[config.mk]
export PLATFORM = sky130hd
export DESIGN_NAME = rau_control
export DESIGN_NICKNAME = d
export VERILOG_FILES = /design/src/hw/rtl/rau_pkg.sv /design/src/hw/rtl/rau_control.sv
export SDC_FILE = /design/constraint.sdc
export NUM_CORES = 1
export LEC_CHECK = 0
export BUFFER_PORTS_ARGS = -buffer_cell sky130_fd_sc_hd__buf_4
export CAP_MARGIN = 5
export CORE_AREA = 2 2 39 41
export DETAILED_ROUTE_END_ITERATION = 6
export DIE_AREA = 0 0 41 43
export SYNTH_ARGS = -nofsm -noshare
export SYNTH_HDL_FRONTEND = slang
export SYNTH_SLANG_ARGS = --single-unit
[constraint.sdc]
create_clock -name clock -period 1.5 [get_ports clock]
set_input_delay 0.075 -clock clock [delete_from_list [all_inputs] [get_ports clock]]
set_output_delay 0.075 -clock clock [all_outputs]
set_load 0.03 [all_outputs]
[src/hw/rtl/rau_pkg.sv]
`timescale 1ns / 1ps
// ----------------------------------------------------------------------------
// Rational arithmetic unit package
// Shared widths, mode and status codes, and the controller/datapath types.
// ----------------------------------------------------------------------------
package rau_pkg;

   localparam int OperandWidth = 32;
   localparam int WideWidth    = 64;

   typedef enum logic [2:0] {
      MODE_ADD = 3'd0,
      MODE_SUB = 3'd1,
      MODE_MUL = 3'd2,
      MODE_DIV = 3'd3,
      MODE_CMP = 3'd4
   } mode_type;

   typedef enum logic [1:0] {
      STATUS_OK       = 2'd0,
      STATUS_ZERO_DEN = 2'd1,
      STATUS_DIV_ZERO = 2'd2
   } status_type;

   // Commands from the controller to the datapath.
   typedef struct packed {
      logic load;        // Capture operands.
      logic mult;        // Register the cross products.
      logic combine;     // Form numerator and denominator.
      logic gcd_init;    // Start the Euclid loop.
      logic div_start;   // Start one restoring division.
      logic div_step;    // One quotient bit.
      logic gcd_next;    // Move remainder into the Euclid pair.
      logic quot_num;    // Start the numerator reduction.
      logic save_num;    // Store reduced numerator.
      logic save_den;    // Store reduced denominator.
      logic finish;      // Build the result beat.
   } cmd_type;

   // Status from the datapath to the controller.
   typedef struct packed {
      logic special;     // Error, compare or unused mode: no reduction needed.
      logic num_zero;    // Combined numerator is zero.
      logic y_zero;      // Euclid divisor is zero.
      logic div_last;    // Last division step.
   } stat_type;

endpackage

[src/hw/rtl/rau_control.sv]
`timescale 1ns / 1ps
// ----------------------------------------------------------------------------
// Rational arithmetic unit controller
// Sequences operand capture, Euclid iterations, reduction and the result beat.
// ----------------------------------------------------------------------------
module rau_control (
   input  logic               clock,
   input  logic               reset,
   input  logic               req_tvalid,
   output logic               req_tready,
   output logic               rsp_tvalid,
   input  logic               rsp_tready,
   input  rau_pkg::stat_type  stat,
   output rau_pkg::cmd_type   cmd
);

   typedef enum logic [3:0] {
      ST_IDLE, ST_MULT, ST_COMB, ST_BRANCH, ST_GCD_TEST, ST_GCD_DIV,
      ST_GCD_NEXT, ST_NUM_DIV, ST_SAVE_NUM, ST_DEN_DIV, ST_FINISH, ST_OUT
   } state_type;

   state_type state_ff;
   logic      rsp_valid_ff;
   logic      accept;

   assign accept     = req_tvalid && req_tready;
   assign req_tready = (state_ff == ST_IDLE) && !rsp_valid_ff;
   assign rsp_tvalid = rsp_valid_ff;

   always_comb begin
      cmd = '0;
      cmd.load = accept;
      unique case (state_ff)
         ST_MULT:     cmd.mult = 1'b1;
         ST_COMB:     cmd.combine = 1'b1;
         ST_BRANCH:   cmd.gcd_init = 1'b1;
         ST_GCD_TEST: begin
            if (stat.y_zero) cmd.quot_num = 1'b1;
            else cmd.div_start = 1'b1;
         end
         ST_GCD_DIV: begin
            cmd.div_step = 1'b1;
         end
         ST_GCD_NEXT: begin
            cmd.gcd_next = 1'b1;
         end
         ST_NUM_DIV: begin
            cmd.div_step = 1'b1;
         end
         ST_SAVE_NUM: begin
            cmd.save_num = 1'b1;
         end
         ST_DEN_DIV: begin
            cmd.div_step = 1'b1;
         end
         ST_FINISH: begin
            cmd.finish   = 1'b1;
            cmd.save_den = !stat.num_zero;
         end
         default: ;
      endcase
   end

   always_ff @(posedge clock) begin
      if (reset) begin
         state_ff     <= ST_IDLE;
         rsp_valid_ff <= 1'b0;
      end else begin
         if (rsp_valid_ff && rsp_tready) rsp_valid_ff <= 1'b0;
         unique case (state_ff)
            ST_IDLE: if (accept) state_ff <= ST_MULT;
            ST_MULT: state_ff <= ST_COMB;
            ST_COMB: state_ff <= ST_BRANCH;
            ST_BRANCH: begin
               if (stat.special || stat.num_zero) state_ff <= ST_FINISH;
               else state_ff <= ST_GCD_TEST;
            end
            ST_GCD_TEST: state_ff <= stat.y_zero ? ST_NUM_DIV : ST_GCD_DIV;
            ST_GCD_DIV:  if (stat.div_last) state_ff <= ST_GCD_NEXT;
            ST_GCD_NEXT: state_ff <= ST_GCD_TEST;
            ST_NUM_DIV:  if (stat.div_last) state_ff <= ST_SAVE_NUM;
            ST_SAVE_NUM: state_ff <= ST_DEN_DIV;
            ST_DEN_DIV:  if (stat.div_last) state_ff <= ST_FINISH;
            ST_FINISH: begin
               state_ff     <= ST_OUT;
               rsp_valid_ff <= 1'b1;
            end
            ST_OUT: if (!rsp_valid_ff || rsp_tready) state_ff <= ST_IDLE;
            default: state_ff <= ST_IDLE;
         endcase
      end
   end

endmodule

=== Word-level counts from Yosys, hierarchy flattened ===
Cells that the tools add are included.
Widths: inputs -> output; s select.

* Flip-flop bits (word level): 5
* Input bits: 8
* Logic and storage cells: 50

* Equal/unequal tests: 16
* Multiplexer cells: 21
* Reductions and logical operators: 11

{| class="wikitable"
|+ Operators by type and width
! operator !! number
|-
| $pmux 4 s12 || 1
|-
| $mux 4 || 6
|-
| $eq 4x3->1 const B || 4
|-
| $eq 4x4->1 const B || 4
|-
| $mux 1 || 12
|-
| $ne 2x2->1 const B || 5
|-
| $eq 4x2->1 const B || 2
|-
| $reduce_and 5->1 || 1
|-
| $eq 4x1->1 const B || 1
|-
| $logic_not 4->1 || 1
|-
| $mux 2 || 2
|-
| $logic_and 1x1->1 || 3
|-
| $reduce_or 3->1 || 1
|-
| $logic_not 1->1 || 2
|-
| $logic_or 1x1->1 || 2
|-
| $reduce_bool 2->1 || 1
|}

=== Longest topological paths before layout ===
* Word-level depth: 5
* Mapped depth: 5
* Mapped depth without buffers: 4

=== Worst setup path before layout ===
OpenSTA, ideal clock, no wires.

* Path type: reg-to-output
* From: register state_ff[2]
* To: output port cmd[3] (netlist bit)
* Arrival time: 1.741 ns
* Required time: 1.425 ns
* Slack: -0.316 ns
* Cell stages (with the launch flop): 4
* Path through: dfxtp_1 > buf_2 > nand2b_1 > nor4b_1

{| class="wikitable"
|+ RTL lines
! element !! line !! RTL
|-
| start, declared || rau_control.sv:22 || <nowiki>state_type state_ff;</nowiki>
|-
| start signal, assigned || rau_control.sv:78 || <nowiki>ST_GCD_TEST: state_ff <= stat.y_zero ? ST_NUM_DIV : ST_GCD_DIV;</nowiki>
|-
| end, declared || rau_control.sv:14 || <nowiki>output rau_pkg::cmd_type cmd</nowiki>
|}

==> flow_summary.json <==
{
  "syn_to_final_growth_pct": 58.6,
  "drv_cap": 0,
  "yosysTopAreaCellShare": 0.221,
  "routed_via_density": 5.29,
  "slew_viol_final": 0,
  "grt-ovfl-total": 0,
  "postCtsSetupBuffers": 0,
  "wl_met2_um": 582,
  "arrival_ps": 1400,
  "dieHeight_um": 43,
  "num_rows": 14,
  "numCtsBuffers": 3,
  "hold_violations": 0,
  "synth_area_leaders": "dfxtp_1 (22%), nand2b_1 (11%), nor2_1 (9.1%)",
  "async_reset_ff_frac": 0,
  "place.gp.congestion": 0.771,
  "root_buffer": "clkbuf_4",
  "wl_met1_um": 581,
  "postRouteAntennaNets": 0,
  "insertedDiodeCount": 0,
  "netlist_area_um2": 453,
  "synth.most_common_cell": "nor2_1",
  "finalInstanceArea_um2": 718,
  "synth_edf_count": 0,
  "htreeDepth": 1,
  "synth_seq_cells": 5,
  "power.total_mw": 0.775,
  "insertion_delay_ps": 240,
  "synth.yosys.warnings": 0,
  "cp-start-kind": "flop",
  "worstHoldPathType": "input port to flop",
  "finalClockSkew_ps": 1.08,
  "drive_above_1_share": 0.448,
  "clock.fmax_mhz": 679,
  "tritoncts": "done",
  "wl_per_cell_um": 11.9,
  "synth_fp_nets": 71,
  "drcViolationCount": 0,
  "route.met3.wl_um": 64,
  "power.density_nw_per_um2": 1080,
  "slew-limit-headroom": 0.706,
  "grt_max_degree": 17,
  "wirelength_um": 1230,
  "vias": 545,
  "drtPass1Iterations": 4,
  "synth_area_per_cell_um2": 7.19,
  "crit_fanout": 9,
  "cts-hold-fix-buffers": 0,
  "finalCriticalPeriod_ps": 1470,
  "dieArea_um2": 1760,
  "fin_nets": 96,
  "setup_ws_ps": 26.4,
  "path_class": "flop to output pin",
  "grt_use_total": 0.155,
  "top_layer": "met3",
  "synth_top_flop_cell": "dfxtp_1",
  "setup_viol": 0,
  "period_share": 0.982,
  "dpl.hpwl_um": 910,
  "hold_depth": 2,
  "synthDistinctLibCells": 29,
  "grt_pass1_wl_um": 1840,
  "first_global_vias": 427,
  "place_ws_ps": 143,
  "status": "finished, final reports clean",
  "cts.sinks": 5,
  "antenna_found_initial": 0,
  "power_leakage_nw": 0.308,
  "start_util": 0.327,
  "utilization": 0.519,
  "rsz0062_at_grt": "true",
  "synth_seq_area_share": 0.221,
  "fp.dieW_um": 41,
  "portBuffers": 20,
  "synth_top_cell_by_area": "dfxtp_1",
  "synthCells": 63,
  "drt_iter0_markers": 10,
  "core_region_area_um2": 1380,
  "cp.required_ps": 1420,
  "synth.top_cells.by_count": "nor2_1 (11), nand2b_1 (8), dfxtp_1 (5)",
  "place_area_um2": 648,
  "r2r_cells": 4,
  "cts_buffer_depth": 2,
  "vdd_drop_max_mv": 0.603,
  "io_pins": 21,
  "worst_pin_slew_ps": 435,
  "critPathCaptureType": "output pin",
  "clk_pin_slew_ps": 50
}
==> sequential cells by signal (all words and copies together), names as in the netlist <==
register,flops
rsp_tvalid,1
state_ff,4
==> critical path: stages, from the launching register on <==
cell and delay (ps):
dfxtp_4 360, or4_4 550, nor2_4 120, buf_6 130
==> stage by stage <==
| stage | hold WS (ps) | std cells | setup TNS [ps] |
|---|---|---|---|
| 2_1_floorplan | 140 | 63 | 0 |
| 3_3_place_gp | 289 | 99 | 0 |
| 3_5_place_dp | 290 | 99 | 0 |
| 4_1_cts | 26.9 | 103 | 0 |
| 5_1_grt | 14.3 | 103 | -64.0 |
| 6_report | 28.8 | 103 | 0 |
==> repair_timing <==
action | CTS | global route
endpoints found under the setup margin | 2 | 4
pin swaps | 0 | 1
resized for setup | 2 | 11
gates cloned | 0 | 0
==> area by class of cell <==
cell class,instances,area [um^2]
Multi-Input combinational cell,51,355
Clock buffer,4,26.3
Tap cell,16,20.0
Timing Repair Buffer,25,203
Inverter,2,7.51
Fill cell,152,666
Sequential cell,5,106
==> placed cells by master, fill, tap and decap left out, drive strengths merged <==
| cell type | instances |
|---|---|
| o21a | 2 |
| and2 | 1 |
| and4 | 1 |
| inv | 2 |
| clkbuf | 4 |
| or4 | 1 |
| a211oi | 3 |
| nand3 | 1 |
| nor2 | 11 |
| o21ai | 4 |
| dfxtp | 5 |
| a21oi | 3 |
| o211ai | 1 |
| nor3 | 4 |
| or2b | 1 |
| nor2b | 1 |
| and3 | 1 |
| nor4b | 1 |
| a31oi | 1 |
| a311o | 1 |
| nand2b | 8 |
| nor4 | 2 |
| or4b | 1 |
| o311ai | 1 |
| buf | 25 |
| o31a | 1 |
==> metal layers <==
layer,vias to the layer above,global-route usage
met4,0,0.0400
met1,251,0.212
met5,-,0
met3,0,0.0785
li1,278,-
met2,16,0.209
==> power by group <==
part	internal [mW]	leakage, nW	switching (mW)
clock	0.101	0.0150	0.0584
sequential	0.153	0.0425	0.0331
combinational	0.189	0.251	0.240
==> final timing paths <==
kind | startpoint | slack (ps) | to
min reg2reg | rsp_tvalid | 600 | rsp_tvalid
min | reset | 30 | state_ff[1]
max | state_ff[3] | 30 | cmd[10]
max reg2reg | state_ff[3] | 120 | state_ff[1]
==> logic make-up (layout without fill, tap and decap cells) <==
| logic type | Yosys count | after routing | synth area share |
|---|---|---|---|
| flip-flops | 5 | 5 | 0.221 |
| AND/OR/NAND/NOR | 34 | 34 | 0.445 |
| AO/OA/AOI/OAI | 17 | 17 | 0.262 |
| buffers and inverters | 7 | 31 | 0.0718 |
No activity file was read; power rests on OpenSTA's default activity.
